[src/rtl/core/rrqq_pkg.sv]
// shared types and field widths for the round-robin quantum queue
`default_nettype none
package rrqq_pkg;

  localparam int TIME_W = 48;
  localparam int WORK_W = 24;
  localparam int TAG_W  = 32;
  localparam int GAP_W  = 32;

  // one queued job
  typedef struct packed {
    logic [TIME_W-1:0] arrival;
    logic [WORK_W-1:0] remaining;
    logic [TAG_W-1:0]  tag;
  } entry_t;

endpackage
`default_nettype wire

[src/rtl/core/rrqq_mem.sv]
// job store: one write port, one read port with registered read data
`default_nettype none
module rrqq_mem #(
  parameter int DEPTH = 32
) (
  input  wire logic                         clk,
  input  wire logic                         we,
  input  wire logic [$clog2(DEPTH)-1:0]     waddr,
  input  wire rrqq_pkg::entry_t             wdata,
  input  wire logic                         re,
  input  wire logic [$clog2(DEPTH)-1:0]     raddr,
  output rrqq_pkg::entry_t                  rdata
);
  import rrqq_pkg::*;

  entry_t mem [DEPTH];

  always_ff @(posedge clk) begin
    if (we) begin
      mem[waddr] <= wdata;
    end
  end

  // read data holds until the next read
  always_ff @(posedge clk) begin
    if (re) begin
      rdata <= mem[raddr];
    end
  end

endmodule
`default_nettype wire

[config.mk]
export PLATFORM = sky130hd
export DESIGN_NAME = rrqq_mem
export DESIGN_NICKNAME = d
export VERILOG_FILES = /design/src/rtl/core/rrqq_pkg.sv /design/src/rtl/core/rrqq_mem.sv
export SDC_FILE = /design/constraint.sdc
export NUM_CORES = 2
export LEC_CHECK = 0
export ABC_AREA = 0
export BUFFER_PORTS_ARGS = -buffer_cell sky130_fd_sc_hd__buf_2
export CAP_MARGIN = 10
export CORE_MARGIN = 4
export CORE_UTILIZATION = 23
export CTS_CLUSTER_DIAMETER = 40
export DETAILED_ROUTE_END_ITERATION = 8
export PLACE_DENSITY = 0.44
export REMOVE_ABC_BUFFERS = 1
export SYNTH_ARGS = -nofsm -noshare
export SYNTH_HDL_FRONTEND = slang
export SYNTH_SLANG_ARGS = --single-unit
[constraint.sdc]
create_clock -name clk -period 6.9 [get_ports clk]
set_input_delay 0.69 -clock clk [delete_from_list [all_inputs] [get_ports clk]]
set_output_delay 0.69 -clock clk [all_outputs]
set_load 0.02 [all_outputs]
==> flow_metrics.py <==
metrics = {
    "logic_synthesis": {
        "syn_area_per_cell_um2": 21.4,
        "yosysSeqAreaShare_pct": 79.6,
        "yosys_warnings": 0,
        "ys_top_cells_by_area": "edfxtp_1, mux4_2, mux2i_1, a22oi_1, nand3_1",
        "synth-xor-area-share_pct": 0,
        "synth_edf_count": 3432,
        "synthTopCellsByCount": "edfxtp_1, mux2i_1, a22oi_1",
        "async_flop_share_pct": 0,
        "synth_seq_cells": 3432,
        "synthCells": 6040,
        "netlist_area_um2": 129000,
        "synth_top_family_by_area": "multiplexers",
        "yosysTopAreaCell": "edfxtp_1",
        "muxShareOfSynthArea_pct": 13.7,
        "synth-main-ff-cell": "edfxtp_1",
        "synth_fa_ha_area_share_pct": 0,
        "synth_most_common_cell": "edfxtp_1",
        "synthDominantCellAreaShare_pct": 79.6,
        "synth_compound_area_share_pct": 3.87,
        "yosys.area_share.simple_pct": 1.45,
        "synth.distinct_cells": 29,
    },
    "sta": {
        "fmax_mhz": 329,
        "fin_worst_skew_ns": 0.0426,
        "tns_ns": 0,
        "slew_viol_final": 0,
        "hold_violations": 0,
        "rsz0062_at_grt": "no",
        "fin_crit_sh_pct": 44.1,
        "worstMarginPinSlew_ns": 1.26,
        "setup_violations": 0,
        "period_needed_ns": 3.04,
        "max_slew_margin_pct": 16.0,
        "fin_ws_ns": 3.86,
    },
    "clock_tree": {
        "cts_resized": 0,
        "h-tree-depth": 5,
        "cts_buffers": 412,
        "cts_hold_buf": 0,
        "clock_latency_ns": 0.94,
        "cts_buffer_depth": 4,
        "cts_tree": "done",
        "post-cts-setup-buffers": 0,
        "clock-sinks": 3432,
        "clk_pin_slew_worst_paths_ns": 0.07,
        "cts-root-buf": "clkbuf_16",
    },
    "floorplanning": {
        "fp.dieArea_um2": 575000,
        "core-area_um2": 561000,
        "initial_core_util_pct": 23.1,
        "rows": 275,
        "fp.dieW_um": 758,
        "die_h_um": 758,
        "num_io_pins": 221,
    },
    "cells_and_area": {
        "finalNonFillerCells": 14300,
        "nets": 6604,
        "syn_to_final_growth_pct": 19.1,
        "final_layout_size_suffix_gt1_share_pct": 22.6,
    },
    "global_route": {
        "grt_first_pass_wirelength_mm": 542,
        "antenna_found_initial": 97,
        "grt_pass1_vias": 65800,
        "grt_max_degree": 121,
        "grt_use_total_pct": 13.4,
        "overflow": 0,
    },
    "route": {
        "routed_via_density": 4.45,
        "drc": 0,
        "routed_wl_mm": 398,
        "wl_per_cell_um": 27.8,
        "vias": 63800,
        "drtAntennaViolNets": 0,
        "drt_first_pass_iters": 6,
        "drtIter0Drc": 6036,
    },
    "critical_path": {
        "required_ns": 7.69,
        "arrival_ns": 3.83,
        "end_kind": "flop",
        "path_class": "in -> reg",
        "worstSetupStartpointType": "input port",
        "r2r_cells": 3,
        "critPathMaxFanout": 31,
    },
    "place": {
        "dp_slack_ns": 2.76,
        "place_congestion": 0.709,
        "portBuffers": 220,
        "dp_cells": 13600,
        "hpwl_mm": 204,
    },
    "run": {
        "max_cap_viol_count": 0,
    },
    "pwr": {
        "p_sw_w": 0.0106,
        "seqPwrFrac_pct": 49.4,
        "combPwrFrac_pct": 4.4,
        "internal_power_w": 0.0368,
        "clock_power_share_pct": 46.2,
        "p_per_area_nw_per_um2": 307,
        "power_switching_share_pct": 22.3,
        "p_leak_nw": 48.9,
        "irDropWorstVdd_mv": 0.235,
    },
    "worst_hold_path": {
        "hp-class": "in -> reg",
        "min_delay_path_depth": 1,
    },
    "status": {
        "status": "finished, final reports clean",
    },
}
-- worst max-delay path, stage by stage --
cell and delay [ns]:
buf_6 0.22, nor2b_4 0.80, buf_4 0.47, and2_4 0.69, buf_4 0.55, a22oi_1 0.19, nand3_1 0.12
-- routing by layer --
layer	share of wire, %	wire length (µm)	track usage [%]	vias up
met5	0.092	366	0	-
met4	2.7	10900	3.82	54
met3	6.3	25100	2.80	614
met2	48	193000	22.5	1976
met1	42	169000	17.5	34700
li1	-	-	-	26400
-- placed cells by master (no fill, tap or decap), types with 45 or more instances in the layout --
master and n:
a22oi_1 540, edfxtp_1 3432, buf_2 215, mux2i_1 804, nand3_1 210, nand4_1 48, mux4_2 430, clkbuf_16 415
a31oi_1 56, a22o_1 56, buf_12 48, buf_4 113, clkinv_1 46, clkinvlp_4 51, inv_6 45
-- final cells by class --
| class | instances | area, µm² |
|---|---|---|
| Clock inverter | 303 | 3330 |
| Multi-Input combinational cell | 2261 | 25000 |
| Sequential cell | 3432 | 103000 |
| Antenna cell | 28 | 70.1 |
| Fill cell | 55600 | 407000 |
| Tap cell | 7479 | 9360 |
| Clock buffer | 448 | 10500 |
| Timing Repair Buffer | 380 | 2940 |
-- cell families (layout without fill, tap and decap cells) --
group | after synthesis | after routing
compound gates | 666 | 666
buf+inv | 347 | 1131
flops | 3432 | 3432
mux | 1234 | 1234
other cells | 0 | 28
simple gates | 361 | 361
-- power by group through the flow --
stage                     Sequential (W)  Clock [W]  Combinational, W
final                             0.0234     0.0219           0.00208
after global routing              0.0234     0.0233           0.00224
after global placement            0.0239          0           0.00210
after floorplan                   0.0239          0          0.000838
after CTS                         0.0234     0.0224           0.00213
after detailed placement          0.0239          0           0.00213
-- through the flow --
stage	utilization (%)	instance area, µm²	total power, W	hold WS, ns
floorplan	-	128000	0.0247	0.653
global placement	25.0	140000	0.0260	0.694
detailed placement	25.0	140000	0.0260	0.706
CTS	27.5	154000	0.0480	0.149
global route	27.5	154000	0.0489	0.208
finish	27.5	154000	0.0474	0.228
-- flip-flops by register name (all words and copies together) (netlist names) --
name	cells
rdata	104
mem	3328
-- worst paths after layout --
kind | from | endpoint | slack (ns)
max reg2reg | mem[22][13] | rdata[13] | 5.05
max | raddr[1] | rdata[41] | 3.86
min reg2reg | mem[21][53] | rdata[53] | 0.70
min | wdata[85] | mem[17][85] | 0.23
No activity file was read; power rests on OpenSTA's default activity.
