--- config.mk ---
export PLATFORM = sky130hd
export DESIGN_NAME = rrqq_div
export DESIGN_NICKNAME = d
export VERILOG_FILES = /design/src/rtl/core/rrqq_pkg.sv /design/src/rtl/core/rrqq_div.sv
export SDC_FILE = /design/constraint.sdc
export NUM_CORES = 1
export LEC_CHECK = 0
export ABC_AREA = 1
export BUFFER_PORTS_ARGS = -buffer_cell sky130_fd_sc_hd__buf_2
export CAP_MARGIN = 20
export CORE_ASPECT_RATIO = 1.2
export CORE_MARGIN = 2
export CORE_UTILIZATION = 49
export CTS_CLUSTER_DIAMETER = 80
export DETAILED_ROUTE_END_ITERATION = 8
export PLACE_DENSITY = 0.7
export SLEW_MARGIN = 5
export SYNTH_ARGS = -nofsm -noshare
export SYNTH_HDL_FRONTEND = slang
export SYNTH_SLANG_ARGS = --single-unit
--- constraint.sdc ---
create_clock -name clk -period 9.2 [get_ports clk]
set_input_delay 1.38 -clock clk [delete_from_list [all_inputs] [get_ports clk]]
set_output_delay 1.38 -clock clk [all_outputs]
set_load 0.01 [all_outputs]
--- src/rtl/core/rrqq_pkg.sv ---
// shared types and field widths for the round-robin quantum queue
`default_nettype none
package rrqq_pkg;

  localparam int TIME_W = 48;
  localparam int WORK_W = 24;
  localparam int TAG_W  = 32;
  localparam int GAP_W  = 32;

  // one queued job
  typedef struct packed {
    logic [TIME_W-1:0] arrival;
    logic [WORK_W-1:0] remaining;
    logic [TAG_W-1:0]  tag;
  } entry_t;

endpackage
`default_nettype wire

--- src/rtl/core/rrqq_div.sv ---
// restoring divider, one quotient bit per cycle
`default_nettype none
module rrqq_div #(
  parameter int DW = 30
) (
  input  wire logic          clk,
  input  wire logic          rst,
  input  wire logic          start,
  input  wire logic [31:0]   dividend,
  input  wire logic [DW-1:0] divisor,
  output logic               done,
  output logic [31:0]        quot,
  output logic [DW-1:0]      rem
);
  import rrqq_pkg::*;

  localparam int STEPS  = 32;
  localparam int STEP_W = $clog2(STEPS + 1);

  logic              busy;
  logic [STEP_W-1:0] step;
  logic [DW-1:0]     acc;
  logic [31:0]       dvd;
  logic [DW-1:0]     dsr;
  logic [DW:0]       sh;
  logic [DW:0]       diff;
  logic              fits;

  always_comb begin
    sh   = {acc, dvd[31]};
    fits = sh >= {1'b0, dsr};
    diff = sh - {1'b0, dsr};
  end

  always_ff @(posedge clk) begin
    if (rst) begin
      busy <= 1'b0;
      done <= 1'b0;
      step <= '0;
    end else begin
      done <= 1'b0;
      if (start) begin
        busy <= 1'b1;
        step <= '0;
        acc  <= '0;
        dvd  <= dividend;
        dsr  <= divisor;
        quot <= '0;
      end else if (busy) begin
        acc  <= fits ? diff[DW-1:0] : sh[DW-1:0];
        dvd  <= {dvd[30:0], 1'b0};
        quot <= {quot[30:0], fits};
        step <= step + STEP_W'(1);
        if (step == STEP_W'(STEPS - 1)) begin
          busy <= 1'b0;
          done <= 1'b1;
        end
      end
    end
  end

  assign rem = acc;

endmodule
`default_nettype wire

==> results.txt <==
Setup violations remaining at the end of the flow were counted as 0. The reported max-cap violation count was 0; the area enclosed by the die boundary was 0.0170 sq mm. The run gives 6032 as the number of global-route vias before repair. Library cell used as clock root buffer: clkbuf_16. Dividing total power by cell area gives a power density of 199 mW/mm^2. Measured along the x axis, the die boundary spans 119 microns. The number of antenna diodes in the final layout is 0. For the static power due to leakage, the log shows 0.00477 uW. The number of vias per cell after detailed routing came out at 4.62. The average instance area after synthesis is 7.69 sq um. The tools report the count of unresolved DRC violations after routing as 0. The tools report the worst-skew pair later-pin latency as 0.43 ns. The routed layout has 6317 vias. The share of async-settable or async-resettable flops after synthesis is 0. Number of distinct library cells after synthesis: 33. The clock slew seen by the registers of the worst setup and hold paths was 0.06 ns. The area share of xor/xnor cells in the synthesized design was 0.0168; the number of iterations in the first detailed-routing pass was 4. The tools report the data arrival time of the critical path as 3.91 ns. The total routing usage reported by global routing is 0.214. STA classifies the critical path endpoint as a flip-flop. The basic-gate share of the synthesized area counting and, or, nand and nor cells was 0.298. The area of the core came out at 0.0156 sq mm. After global routing the overflow that remains totals 0. After clock tree synthesis, the flow added hold-fix buffers numbering 0. Leaving out fill and tap cells, the most frequent cell in the layout is nand2_1. The final worst-path cycle share is 0.420, and the multiplexer area fraction after synthesis is 0. The tools report the category of the worst setup path launch point as an input pin.

Post-synthesis compound-gate area fraction: 0.0223. After clock tree synthesis, the setup repair step added 0 buffers. The run gives 50 as the row count. After technology mapping, the gate count stands at 1014.

Derived from the worst setup path, the maximum achievable clock frequency is 259 MHz. Post-CTS repair changed the size of 0 cells. The flow ran to the end, and the final reports show no timing, DRC or antenna violations. Setup repair after global routing left no endpoint under its margin.

Critical path's slowest cell: buf_4. The count of nets after finishing is 1242, and the longest individual stage delay on the worst path is 0.80 ns. In the synthesized netlist the dominant register cell turns out to be edfxtp_1.

The data required time at the worst endpoint is 9.25 ns, and the area growth from synthesis to layout is 17.8%. During synthesis, Yosys emitted a total of 0 warnings. The logs give 0.358 for the worst-case headroom to the max-slew limit and 132 for the clock sink count. After synthesis, the largest family of logic cells by area is simple AND/OR/NAND/NOR gates. Leaving out fill and tap cells, the most frequent cells in the layout are nand2_1 (381), inv_1 (203), buf_2 (127). The run gives 0.462 ns as the worst hold-check slack. Entering global routing, the biggest net connects 77 pins. The post-synthesis share of cell area spent on full adders, half adders and majority gates is 0.0523.

Vertical extent of the die: 142 microns. The number of flops mapped to enable cells by yosys is 124, and the H-tree depth is 4. The signal on the critical path passes through buf_2 > buf_4 > inv_2 > buf_4 > a21oi_4 > buf_4. Counting I/O delays and the setup requirement, the final critical path takes 3.86 ns. The congestion estimate from routability-driven global placement came to 0.915. Final sum of negative setup slack: 0 ns. The synthesized netlist occupies a cell area of 0.00780 sq mm. The tools report the initial antenna violation count as 1. The type of the tightest min-delay check was reg2reg. The completed layout was analyzed and its total power is 1830 uW. The number of storage elements in the synthesis netlist is 132, and the initial core utilization is 0.501. The cell with the most instances on the worst path is buf_4. The buffers plus inverters on the worst setup path is 5. The dominant delay contributor by cell family on the critical path was buffers and inverters. In this run the count of I/O pins placed on the die edge is 128.

The number of buffers added on ports came out at 127. For the first-pass GRT wire length, the log shows 28400 microns. Counting every net in the synthesized netlist gives 1111. The core utilization of the finished layout was 0.590; the number of routed nets with antenna violations was 0. The final count of pins violating max slew came out at 0.

Once layout is complete, the cells apart from fillers number 1366. The logs give 0.498 for the sequential-to-total area share from yosys stat and 2 for the number of buffers on the longest clock path. The HPWL after detailed placement is 12800 microns.

Slew at the pin closest to its max-slew limit: 0.963 ns. Along the worst path, the maximum fanout reaches 76. The number of endpoints with negative hold slack in the final report was 0; the post-placement cell count was 1334. In this run, CTS created clock tree buffers numbering 17. After detailed routing, the total wire length is 17400 microns. TritonCTS built the clock tree.

Across the VDD grid, the largest voltage drop is 0.000125 V. The clock arrives with 0.00892 ns of skew. The post-detailed-route wirelength per cell was 12.7 microns; the fraction of layout instances using a drive strength above 1 was 0.155. The classification of the worst setup path was in2reg. The first routing iteration left 331 violations.
-- worst paths after layout --
check | from | end | slack [ns] | cells past startpoint
worst max-delay path | start | rem[18] | 5.34 | 6
worst min-delay path | step[5] | step[5] | 0.46 | 1
worst max register to register | rem[3] | rem[28] | 6.46 | 13
worst min register to register | step[5] | step[5] | 0.46 | 1
-- report_power, final --
group,internal (uW),switching [uW]
logic,152,275
clock network,376,280
registers,720,24.6
-- cell families after synthesis --
kind of cell,count (synthesis)
AOI/OAI and AO/OA,33
xor gates and xnor gates,15
adders and majority gates,32
buffers and inverters,223
DFF,132
and+or+nand+nor,579
-- Yosys cell counts (2+ instances only) --
master      n  area [sq um]
nand2_1   381          1430
nor3_2      3          30.0
dfxtp_1     8           160
buf_1       4          15.0
ha_1       31           388
a21oi_1    22           110
and2_1      4          25.0
nand2_2     5          31.3
nand3_1    35           175
nor2_1    127           477
inv_1     204           766
clkbuf_1    8          30.0
o21ai_0     4          20.0
buf_6       5          56.3
nor3_1      5          25.0
nand4_1     7          43.8
or2_2       2          12.5
nand3b_1    2          15.0
o21ai_1     3          15.0
buf_2       2          10.0
nor2_2      4          25.0
edfxtp_1  124          3720
xnor2_1    14           123
-- per-stage QoR --
| step | instance area [sq um] | setup WS (ns) |
|---|---|---|
| after floorplan | 7800 | 2.27 |
| after global placement | 8630 | 4.91 |
| after detailed placement | 8630 | 4.89 |
| after CTS | 9190 | 5.33 |
| after global routing | 9190 | 5.03 |
| final | 9190 | 5.34 |
-- area by class of cell --
type,count,area (sq um)
Tap cell,208,260
Multi-Input combinational cell,659,3050
Sequential cell,132,3880
Inverter,204,766
Clock inverter,13,126
Fill cell,1484,6390
Timing Repair Buffer,131,666
Clock buffer,19,433
-- sequential cells by signal (all words and copies together), names as in the netlist --
signal,cells
rem,30
dvd,32
step,6
busy,1
quot,32
done,1
dsr,30
-- routing by layer --
metal	vias to the layer above	global-route usage	part of all wire
met5	-	0	0
met4	0	0.0683	0.018
met3	23	0.0653	0.061
met2	122	0.367	0.48
met1	2796	0.257	0.44
li1	3376	-	-
No activity file was read; power rests on OpenSTA's default activity.
